## src/rtl/wsfd_pkg.sv

```systemverilog
// Shared types and constants of the WebSocket frame decoder.
// No dependencies.
package wsfd_pkg;

  typedef enum logic [2:0] {
    PH_B0,
    PH_B1,
    PH_EXT,
    PH_KEY,
    PH_PAY
  } phase_t;

  typedef enum logic [1:0] {
    ST_FINAL    = 2'd0,
    ST_NONFINAL = 2'd1,
    ST_ERROR    = 2'd2
  } status_t;

  localparam logic [6:0] LEN_CODE_EXT16 = 7'h7e;
  localparam logic [6:0] LEN_CODE_EXT64 = 7'h7f;
  localparam int unsigned FIN_BIT = 7;

  localparam logic [3:0] FIXED_HDR_BYTES = 4'd2;
  localparam logic [3:0] BASE_HDR_LEN    = 4'd6;
  localparam logic [3:0] EXT_LEN_16      = 4'd2;
  localparam logic [3:0] EXT_LEN_64      = 4'd8;
  localparam logic [3:0] LEN64_FIRST_USED = 4'd6;

  typedef struct packed {
    logic [7:0] data_byte;
    logic       buffer_end;
  } item_t;

  typedef struct packed {
    logic        byte_valid;
    logic [7:0]  payload_byte;
    logic        frame_end;
    status_t     frame_status;
    logic [3:0]  header_length;
    logic [31:0] content_length;
  } result_t;

endpackage

```

## src/rtl/wsfd_in_reg.sv

```systemverilog
// Input register of the WebSocket frame decoder: holds one received byte.
// Depends on wsfd_pkg.
module wsfd_in_reg (
  input  logic           clk,
  input  logic           rst,
  input  logic           s_valid,
  output logic           s_ready,
  input  wsfd_pkg::item_t s_item,
  input  logic           advance,
  output logic           held_valid,
  output wsfd_pkg::item_t held_item
);
  import wsfd_pkg::*;

  assign s_ready = !held_valid || advance;

  always_ff @(posedge clk) begin
    if (rst) begin
      held_valid <= 1'b0;
    end else if (s_ready) begin
      held_valid <= s_valid;
    end
  end

  always_ff @(posedge clk) begin
    if (s_valid && s_ready) begin
      held_item <= s_item;
    end
  end
endmodule

```

## src/rtl/wsfd_parser.sv

```systemverilog
// Frame parser of the WebSocket frame decoder: header state machine,
// length and key registers, payload unmasking. Depends on wsfd_pkg.
module wsfd_parser (
  input  logic             clk,
  input  logic             rst,
  input  logic             advance,
  input  wsfd_pkg::item_t   item,
  output logic             res_valid,
  output wsfd_pkg::result_t res
);
  import wsfd_pkg::*;

  phase_t      phase, phase_next;
  logic [3:0]  hdr_count, hdr_count_next;
  logic        fin, fin_next;
  logic [3:0]  ext_len, ext_len_next;
  logic [31:0] total, total_next;
  logic [31:0] mask_key, mask_key_next;
  logic [31:0] idx, idx_next;

  logic [3:0]  hlen;
  logic [3:0]  hc_inc;
  logic [31:0] idx_inc;
  logic [6:0]  code;
  logic        last;
  logic        ext_done, key_done, pay_done, zero_len;
  logic [7:0]  key_byte;

  assign last     = item.buffer_end;
  assign code     = item.data_byte[6:0];
  assign hlen     = BASE_HDR_LEN + ext_len;
  assign hc_inc   = hdr_count + 4'd1;
  assign idx_inc  = idx + 32'd1;
  assign ext_done = hc_inc >= (FIXED_HDR_BYTES + ext_len);
  assign key_done = hc_inc >= hlen;
  assign pay_done = idx_inc == total;
  assign zero_len = total == 32'd0;

  always_comb begin
    case (idx[1:0])
      2'd0:    key_byte = mask_key[31:24];
      2'd1:    key_byte = mask_key[23:16];
      2'd2:    key_byte = mask_key[15:8];
      default: key_byte = mask_key[7:0];
    endcase
  end

  // Next phase.
  always_comb begin
    case (phase)
      PH_B0:  phase_next = last ? PH_B0 : PH_B1;
      PH_B1: begin
        if (last) begin
          phase_next = PH_B0;
        end else if (code == LEN_CODE_EXT16 || code == LEN_CODE_EXT64) begin
          phase_next = PH_EXT;
        end else begin
          phase_next = PH_KEY;
        end
      end
      PH_EXT: phase_next = last ? PH_B0 : (ext_done ? PH_KEY : PH_EXT);
      PH_KEY: begin
        if (last || (key_done && zero_len)) begin
          phase_next = PH_B0;
        end else begin
          phase_next = key_done ? PH_PAY : PH_KEY;
        end
      end
      PH_PAY:  phase_next = (pay_done || last) ? PH_B0 : PH_PAY;
      default: phase_next = PH_B0;
    endcase
  end

  // Header and payload registers.
  always_comb begin
    hdr_count_next = hdr_count;
    fin_next       = fin;
    ext_len_next   = ext_len;
    total_next     = total;
    mask_key_next  = mask_key;
    idx_next       = idx;
    case (phase)
      PH_B0: begin
        fin_next       = item.data_byte[FIN_BIT];
        hdr_count_next = 4'd1;
        ext_len_next   = 4'd0;
        total_next     = 32'd0;
        mask_key_next  = 32'd0;
        idx_next       = 32'd0;
      end
      PH_B1: begin
        if (code == LEN_CODE_EXT16) begin
          ext_len_next = EXT_LEN_16;
          total_next   = 32'd0;
        end else if (code == LEN_CODE_EXT64) begin
          ext_len_next = EXT_LEN_64;
          total_next   = 32'd0;
        end else begin
          ext_len_next = 4'd0;
          total_next   = {25'd0, code};
        end
        hdr_count_next = FIXED_HDR_BYTES;
      end
      PH_EXT: begin
        // Only the low four bytes of a 64-bit length are kept.
        if (ext_len != EXT_LEN_64 || hdr_count >= LEN64_FIRST_USED) begin
          total_next = {total[23:0], item.data_byte};
        end
        hdr_count_next = hc_inc;
      end
      PH_KEY: begin
        mask_key_next  = {mask_key[23:0], item.data_byte};
        hdr_count_next = hc_inc;
        if (key_done) begin
          idx_next = 32'd0;
        end
      end
      PH_PAY:  idx_next = idx_inc;
      default: ;
    endcase
    if (phase_next == PH_B0) begin
      hdr_count_next = 4'd0;
      fin_next       = 1'b0;
      ext_len_next   = 4'd0;
      total_next     = 32'd0;
      mask_key_next  = 32'd0;
      idx_next       = 32'd0;
    end
  end

  // Result of the current byte.
  always_comb begin
    res_valid = 1'b0;
    res       = '0;
    case (phase)
      PH_PAY: begin
        res_valid        = 1'b1;
        res.byte_valid   = 1'b1;
        res.payload_byte = item.data_byte ^ key_byte;
        if (pay_done) begin
          res.frame_end      = 1'b1;
          res.frame_status   = fin ? ST_FINAL : ST_NONFINAL;
          res.header_length  = hlen;
          res.content_length = total;
        end else if (last) begin
          res.frame_end      = 1'b1;
          res.frame_status   = ST_ERROR;
          res.header_length  = hlen;
          res.content_length = total;
        end
      end
      PH_KEY: begin
        if (key_done && zero_len) begin
          res_valid         = 1'b1;
          res.frame_end     = 1'b1;
          res.frame_status  = ST_ERROR;
          res.header_length = hlen;
        end else if (last) begin
          res_valid        = 1'b1;
          res.frame_end    = 1'b1;
          res.frame_status = ST_ERROR;
        end
      end
      default: begin
        if (last) begin
          res_valid        = 1'b1;
          res.frame_end    = 1'b1;
          res.frame_status = ST_ERROR;
        end
      end
    endcase
  end

  always_ff @(posedge clk) begin
    if (rst) begin
      phase     <= PH_B0;
      hdr_count <= 4'd0;
      fin       <= 1'b0;
      ext_len   <= 4'd0;
      total     <= 32'd0;
      mask_key  <= 32'd0;
      idx       <= 32'd0;
    end else if (advance) begin
      phase     <= phase_next;
      hdr_count <= hdr_count_next;
      fin       <= fin_next;
      ext_len   <= ext_len_next;
      total     <= total_next;
      mask_key  <= mask_key_next;
      idx       <= idx_next;
    end
  end
endmodule

```

## src/rtl/wsfd_out_reg.sv

```systemverilog
// Result register of the WebSocket frame decoder.
// Depends on wsfd_pkg.
module wsfd_out_reg (
  input  logic             clk,
  input  logic             rst,
  input  logic             advance,
  input  logic             res_valid,
  input  wsfd_pkg::result_t res,
  input  logic             m_ready,
  output logic             m_valid,
  output wsfd_pkg::result_t m_res
);
  import wsfd_pkg::*;

  always_ff @(posedge clk) begin
    if (rst) begin
      m_valid <= 1'b0;
    end else if (advance) begin
      m_valid <= res_valid;
    end else if (m_ready) begin
      m_valid <= 1'b0;
    end
  end

  always_ff @(posedge clk) begin
    if (advance && res_valid) begin
      m_res <= res;
    end
  end
endmodule

```

## src/rtl/websocket_frame_decoder.sv

```systemverilog
// WebSocket frame decoder: byte-stream deframer with payload unmasking.
// Uses wsfd_pkg, wsfd_in_reg, wsfd_parser and wsfd_out_reg.
//
// Usage. Received bytes enter on the slave stream, one byte per request, with
// s_tlast set on the last byte of a receive buffer. Each byte goes into an
// input register; from there the parser takes it, updates the
// header state and, when the byte produces a result, loads the result
// register that drives the master stream. Header bytes produce no result,
// except when they close the frame with an error. Payload bytes come out
// unmasked with byte_valid set; the request that closes a frame has m_tlast
// set and carries status, header length and content length. A frame with
// error status is to be discarded by the consumer, including payload bytes
// already delivered. After every closing result the parser starts afresh.
//
// A byte passes the input register and then the result register on its way
// to the master side. Throughput is one byte per cycle while m_tready stays
// high (the 32-bit payload counter compare is the longest path). Synchronous
// reset empties both registers and returns the parser to the first header
// byte. When the receiver holds m_tready low, the result register keeps its
// request and one further byte may wait in the input register; s_tready then
// drops until the result is taken.
module websocket_frame_decoder (
  input  logic        clk,
  input  logic        rst,
  // Slave stream: tdata = data_byte[7:0]; tlast = buffer_end.
  input  logic        s_tvalid,
  output logic        s_tready,
  input  logic [7:0]  s_tdata,
  input  logic        s_tlast,
  // Master stream: tdata = payload_byte[7:0], header_length[11:8],
  // content_length[43:12], zero fill[47:44]; tlast = frame_end.
  output logic        m_tvalid,
  input  logic        m_tready,
  output logic [47:0] m_tdata,
  output logic        m_tlast,
  // tuser = byte_valid[0], frame_status[2:1].
  output logic [2:0]  m_tuser
);
  import wsfd_pkg::*;

  item_t   s_item;
  item_t   held_item;
  logic    held_valid;
  logic    advance;
  logic    res_valid;
  result_t res;
  result_t m_res;

  assign s_item.data_byte  = s_tdata;
  assign s_item.buffer_end = s_tlast;

  // A held byte is parsed whenever the result register is free or emptying.
  assign advance = held_valid && (!m_tvalid || m_tready);

  wsfd_in_reg u_in_reg (
    .clk       (clk),
    .rst       (rst),
    .s_valid   (s_tvalid),
    .s_ready   (s_tready),
    .s_item    (s_item),
    .advance   (advance),
    .held_valid(held_valid),
    .held_item (held_item)
  );

  wsfd_parser u_parser (
    .clk      (clk),
    .rst      (rst),
    .advance  (advance),
    .item     (held_item),
    .res_valid(res_valid),
    .res      (res)
  );

  wsfd_out_reg u_out_reg (
    .clk      (clk),
    .rst      (rst),
    .advance  (advance),
    .res_valid(res_valid),
    .res      (res),
    .m_ready  (m_tready),
    .m_valid  (m_tvalid),
    .m_res    (m_res)
  );

  assign m_tdata = {4'd0, m_res.content_length, m_res.header_length, m_res.payload_byte};
  assign m_tlast = m_res.frame_end;
  assign m_tuser = {m_res.frame_status, m_res.byte_valid};
endmodule

```

## config.mk

```make
export PLATFORM = sky130hd
export DESIGN_NAME = websocket_frame_decoder
export DESIGN_NICKNAME = d
export VERILOG_FILES = /design/src/rtl/wsfd_pkg.sv /design/src/rtl/wsfd_in_reg.sv /design/src/rtl/wsfd_parser.sv /design/src/rtl/wsfd_out_reg.sv /design/src/rtl/websocket_frame_decoder.sv
export SDC_FILE = /design/constraint.sdc
export NUM_CORES = 1
export LEC_CHECK = 0
export CELL_PAD_IN_SITES_DETAIL_PLACEMENT = 1
export CELL_PAD_IN_SITES_GLOBAL_PLACEMENT = 1
export CORE_UTILIZATION = 30
export CTS_CLUSTER_DIAMETER = 200
export DETAILED_ROUTE_END_ITERATION = 10
export DONT_BUFFER_PORTS = 1
export PLACE_DENSITY = 0.64
export SLEW_MARGIN = 10
export SYNTH_ARGS = -nofsm -noshare
export SYNTH_HDL_FRONTEND = slang
export SYNTH_SLANG_ARGS = --single-unit
```

## constraint.sdc

```tcl
create_clock -name clk -period 6.9 [get_ports clk]
set_input_delay 1.035 -clock clk [delete_from_list [all_inputs] [get_ports clk]]
set_output_delay 1.035 -clock clk [all_outputs]
set_load 0.01 [all_outputs]
```

==> run_summary.xml <==
<?xml version="1.0" encoding="UTF-8"?>
<metrics>
  <group name="worst_setup_path">
    <metric name="timing.critical_path.from" unit="">u_parser.idx[0]$_SDFFE_PP0P_</metric>
    <metric name="cp_num_cells" unit="">11</metric>
    <metric name="slowest_stage" unit="">or3_2</metric>
    <metric name="reg2reg_to" unit="">u_parser.total[7]$_SDFFE_PP0P_</metric>
    <metric name="worstPathCellList" unit="">ha_1 &gt; nand4_4 &gt; or4_4 &gt; or3_1 &gt; a2111oi_0 &gt; o2111ai_1 &gt; nor4_2 &gt; buf_4 &gt; nor2_1 &gt; or3_2 &gt; a32o_1</metric>
    <metric name="worst_path_largest_cell_delay" unit="ps">930</metric>
    <metric name="critical_path_end" unit="">u_parser.total[7]$_SDFFE_PP0P_</metric>
    <metric name="critical_path.top_delay_family" unit="">simple AND/OR/NAND/NOR gates</metric>
    <metric name="crit_path_start_kind" unit="">register</metric>
    <metric name="cp_max_fo" unit="">32</metric>
    <metric name="critPathRequiredTime" unit="ps">7230</metric>
    <metric name="critical_path.n_buffers_inverters" unit="">1</metric>
    <metric name="timing.critical_path.to_type" unit="">register</metric>
    <metric name="cp.arrival" unit="ps">5190</metric>
    <metric name="logic_depth_of_the_worst_register_to_register_path" unit="">11</metric>
    <metric name="setup.reg_to_reg.worst_slack" unit="ps">2040</metric>
    <metric name="r2r_start" unit="">u_parser.idx[0]$_SDFFE_PP0P_</metric>
    <metric name="path_class" unit="">register to register</metric>
  </group>
  <group name="power">
    <metric name="share_clk_of_total_power" unit="">0.476</metric>
    <metric name="power.density_cell_area" unit="nW/um^2">231</metric>
    <metric name="netSwitchingPower" unit="uW">540</metric>
    <metric name="share_seq_of_total_power" unit="">0.485</metric>
    <metric name="internal_power" unit="uW">1570</metric>
    <metric name="power_switching_share" unit="">0.255</metric>
    <metric name="standby_leakage_power" unit="uW">0.00325</metric>
    <metric name="ir_drop" unit="mV">0.121</metric>
    <metric name="power.combinational.fraction" unit="">0.038</metric>
  </group>
  <group name="floorplan">
    <metric name="initial_utilization" unit="">0.307</metric>
    <metric name="die-height" unit="um">168</metric>
    <metric name="core_area" unit="um^2">27000</metric>
    <metric name="die-area" unit="um^2">28300</metric>
    <metric name="ioPinCount" unit="">67</metric>
    <metric name="die_x" unit="um">168</metric>
    <metric name="num_rows" unit="">60</metric>
  </group>
  <group name="global_route">
    <metric name="initial_antenna_violation_count" unit="">0</metric>
    <metric name="grt_pass1_wl" unit="um">37300</metric>
    <metric name="grt_max_degree" unit="">44</metric>
    <metric name="gr-total-overflow" unit="">0</metric>
    <metric name="vias_in_the_first_global_route" unit="">6483</metric>
    <metric name="grt_use_total" unit="">0.169</metric>
  </group>
  <group name="timing">
    <metric name="final-max-slew-violation-count" unit="">0</metric>
    <metric name="tightestPinTransition" unit="ps">1170</metric>
    <metric name="unrepaired_setup_endpoints_after_global_routing" unit="">false</metric>
    <metric name="finalSetupTns" unit="ps">0</metric>
    <metric name="clock-skew-final" unit="ps">15.0</metric>
    <metric name="setup_viol" unit="">0</metric>
    <metric name="final_hold_viol_count" unit="">0</metric>
    <metric name="setup_ws" unit="ps">2040</metric>
    <metric name="final.period_utilization" unit="">0.704</metric>
    <metric name="clock.fmax" unit="MHz">206</metric>
    <metric name="finalCriticalPeriod" unit="ps">4860</metric>
    <metric name="worst_slew_margin_rel" unit="">0.221</metric>
  </group>
  <group name="place">
    <metric name="post-dp-hpwl" unit="um">16500</metric>
    <metric name="place_worst_setup_slack" unit="ps">2060</metric>
    <metric name="placed_area" unit="um^2">8520</metric>
    <metric name="globalplace.congestion" unit="">0.841</metric>
    <metric name="io_buffers" unit="">0</metric>
  </group>
  <group name="synthesis">
    <metric name="synth_area_leader_cell" unit="">dfxtp_1</metric>
    <metric name="netlist_instances" unit="">891</metric>
    <metric name="yosysMostFrequentCell" unit="">nand2_1</metric>
    <metric name="postSynth.topFlopCell" unit="">dfxtp_1</metric>
    <metric name="synthesis.area_per_instance" unit="um^2">9.32</metric>
    <metric name="synth_async_reset_ratio" unit="">0</metric>
    <metric name="synthTopCellsByCount" unit="">126 x nand2_1, 108 x dfxtp_1, 55 x edfxtp_1, 48 x nor2_1, 46 x mux2i_1</metric>
    <metric name="netlist_area" unit="um^2">8300</metric>
    <metric name="synthDistinctLibCells" unit="">68</metric>
    <metric name="ys_top_cells_by_area" unit="">dfxtp_1 26%, edfxtp_1 20%, nand2_1 5.7%</metric>
    <metric name="top_area_cell_type_share_of_the_netlist_area" unit="">0.260</metric>
    <metric name="synth_sequential_area_ratio" unit="">0.459</metric>
    <metric name="synth_edf_count" unit="">55</metric>
    <metric name="synth_warnings" unit="">0</metric>
    <metric name="ys_seq_elements" unit="">163</metric>
  </group>
  <group name="routing">
    <metric name="drc" unit="">0</metric>
    <metric name="ant_nets" unit="">0</metric>
    <metric name="drt_pre_antenna_iters" unit="">5</metric>
    <metric name="dr.first_iter.drc_count" unit="">511</metric>
    <metric name="vias" unit="">6521</metric>
    <metric name="totalWireLength" unit="um">23500</metric>
    <metric name="vias_per_cell" unit="">5.40</metric>
    <metric name="route.detailed.wl_per_inst" unit="um">19.5</metric>
  </group>
  <group name="clock_tree">
    <metric name="post_cts_hold_buffer_count" unit="">0</metric>
    <metric name="postCtsResizedCells" unit="">0</metric>
    <metric name="cts.path.max_buffers" unit="">2</metric>
    <metric name="cts-buffers-inserted" unit="">17</metric>
    <metric name="clock_input_transition_at_the_sequential_cells_of_the_worst_setup_and_hold_paths" unit="ps">80</metric>
    <metric name="clock-root-buffer" unit="">clkbuf_16</metric>
    <metric name="setup_repair_bufs_after_cts" unit="">0</metric>
    <metric name="cts_max_level" unit="">4</metric>
    <metric name="cts_sinks" unit="">163</metric>
    <metric name="clock_insertion_delay_worst_skew" unit="ps">440</metric>
    <metric name="cts_tree" unit="">built</metric>
  </group>
  <group name="flow_run">
    <metric name="cap_viol_max_count" unit="">0</metric>
  </group>
  <group name="cells_and_area">
    <metric name="area_growth" unit="%">10.3</metric>
    <metric name="drive_above_1_share" unit="">0.0647</metric>
    <metric name="count_of_inserted_antenna_diode_cells" unit="">0</metric>
    <metric name="design.final.nets" unit="">878</metric>
    <metric name="final_area" unit="um^2">9160</metric>
  </group>
  <group name="hold_path">
    <metric name="hp-class" unit="">register to register</metric>
  </group>
  <group name="run_status">
    <metric name="outcome" unit="">finished, final reports clean</metric>
  </group>
</metrics>
cell usage in the layout, fill, tap and decap left out, types with 4 or more instances in the layout:
cell type  instances
mux2i_1           46
xor2_1            16
o21ai_0           33
or3_1              5
nand2_1          126
a22o_1            31
a22oi_1            9
nand4_1           20
o31ai_1            5
inv_6              4
o21a_1             5
nor2_1            48
buf_4             10
edfxtp_1          55
and3_1             9
xnor2_1           33
and2_1            33
conb_1             5
inv_1             17
nor3_1            17
clkbuf_16         18
ha_1              12
nand3b_1           5
nor4_1            23
nor2b_1            6
nand2b_1          11
a222oi_1           8
a21oi_1           29
dfxtp_1          108
and4_1             6
a31oi_1            7
nor3b_1            4
o211ai_1           5
nand3_1           31
clkinv_8           4
final cells by class:
class                           count  area [um^2]
Clock buffer                       18          450
Clock inverter                     14          181
Fill cell                        3107        17900
Inverter                           17         63.8
Multi-Input combinational cell    644         4150
Sequential cell                   163         3810
Tap cell                          341          427
Timing Repair Buffer               10         75.1
worst register-to-register path, cell delays in order, from the launching register on:
cell       delay [ps]
dfxtp_1           480
ha_1              270
nand4_4           190
or4_4             660
or3_1             400
a2111oi_0         410
o2111ai_1         200
nor4_2            330
buf_4             260
nor2_1            210
or3_2             930
a32o_1            430
per-layer routing:
layer / wire length (um) / share of wire / vias up / global-route usage
met5: 0 / 0 / - / 0
met4: 351 / 0.015 / 0 / 0.0573
met3: 913 / 0.039 / 23 / 0.0266
met2: 11300 / 0.48 / 122 / 0.279
met1: 11000 / 0.47 / 3222 / 0.224
li1: - / - / 3154 / -
worst min-delay path by stage:
stage | startpoint | end | depth (start not counted)
after floorplan | u_parser.mask_key[24]$_SDFFE_PP0P_ | u_parser.mask_key[24]$_SDFFE_PP0P_ | 1
after global placement | u_parser.mask_key[31]$_SDFFE_PP0P_ | u_parser.mask_key[31]$_SDFFE_PP0P_ | 1
after detailed placement | u_parser.mask_key[30]$_SDFFE_PP0P_ | u_parser.mask_key[30]$_SDFFE_PP0P_ | 1
after CTS | u_parser.mask_key[29]$_SDFFE_PP0P_ | u_parser.mask_key[29]$_SDFFE_PP0P_ | 1
after global routing | u_parser.mask_key[30]$_SDFFE_PP0P_ | u_parser.mask_key[30]$_SDFFE_PP0P_ | 1
final | u_parser.mask_key[29]$_SDFFE_PP0P_ | u_parser.mask_key[29]$_SDFFE_PP0P_ | 1
power groups by stage:
| stage | logic [uW] | clock network [uW] | registers, uW |
|---|---|---|---|
| 2_1_floorplan | 67.0 | 0 | 1040 |
| 3_3_place_gp | 81.5 | 0 | 1050 |
| 3_5_place_dp | 82.1 | 0 | 1050 |
| 4_1_cts | 82.6 | 1030 | 1030 |
| 5_1_grt | 89.1 | 1060 | 1030 |
| 6_report | 81.0 | 1010 | 1030 |
sequential cells by signal, indices dropped and copies added, names as in the netlist:
signal	cells
u_in_reg.held_valid	1
u_in_reg.held_item	9
u_parser.ext_len	2
u_parser.mask_key	32
u_out_reg.m_res	46
u_parser.fin	1
u_parser.idx	32
u_parser.total	32
u_parser.hdr_count	4
u_out_reg.m_valid	1
u_parser.phase	3
per-stage QoR:
| stage | instances | power, uW | utilization | hold WS, ps |
|---|---|---|---|---|
| after detailed placement | 1175 | 1130 | 0.315 | 462 |
| after floorplan | 895 | 1110 | - | 443 |
| final | 1207 | 2110 | 0.339 | 484 |
| after global routing | 1207 | 2180 | 0.339 | 496 |
| after CTS | 1207 | 2140 | 0.339 | 482 |
| after global placement | 1175 | 1130 | 0.315 | 457 |
logic make-up after synthesis:
kind of cell / synth area share
AND/OR/NAND/NOR: 0.219
adder cells (fa/ha/maj): 0.0181
buffers and inverters: 0.0481
flip-flops: 0.459
XOR/XNOR: 0.0517
other: 0.000452
AO/OA/AOI/OAI: 0.148
multiplexers: 0.0555
(Power assumes the default switching activity.)
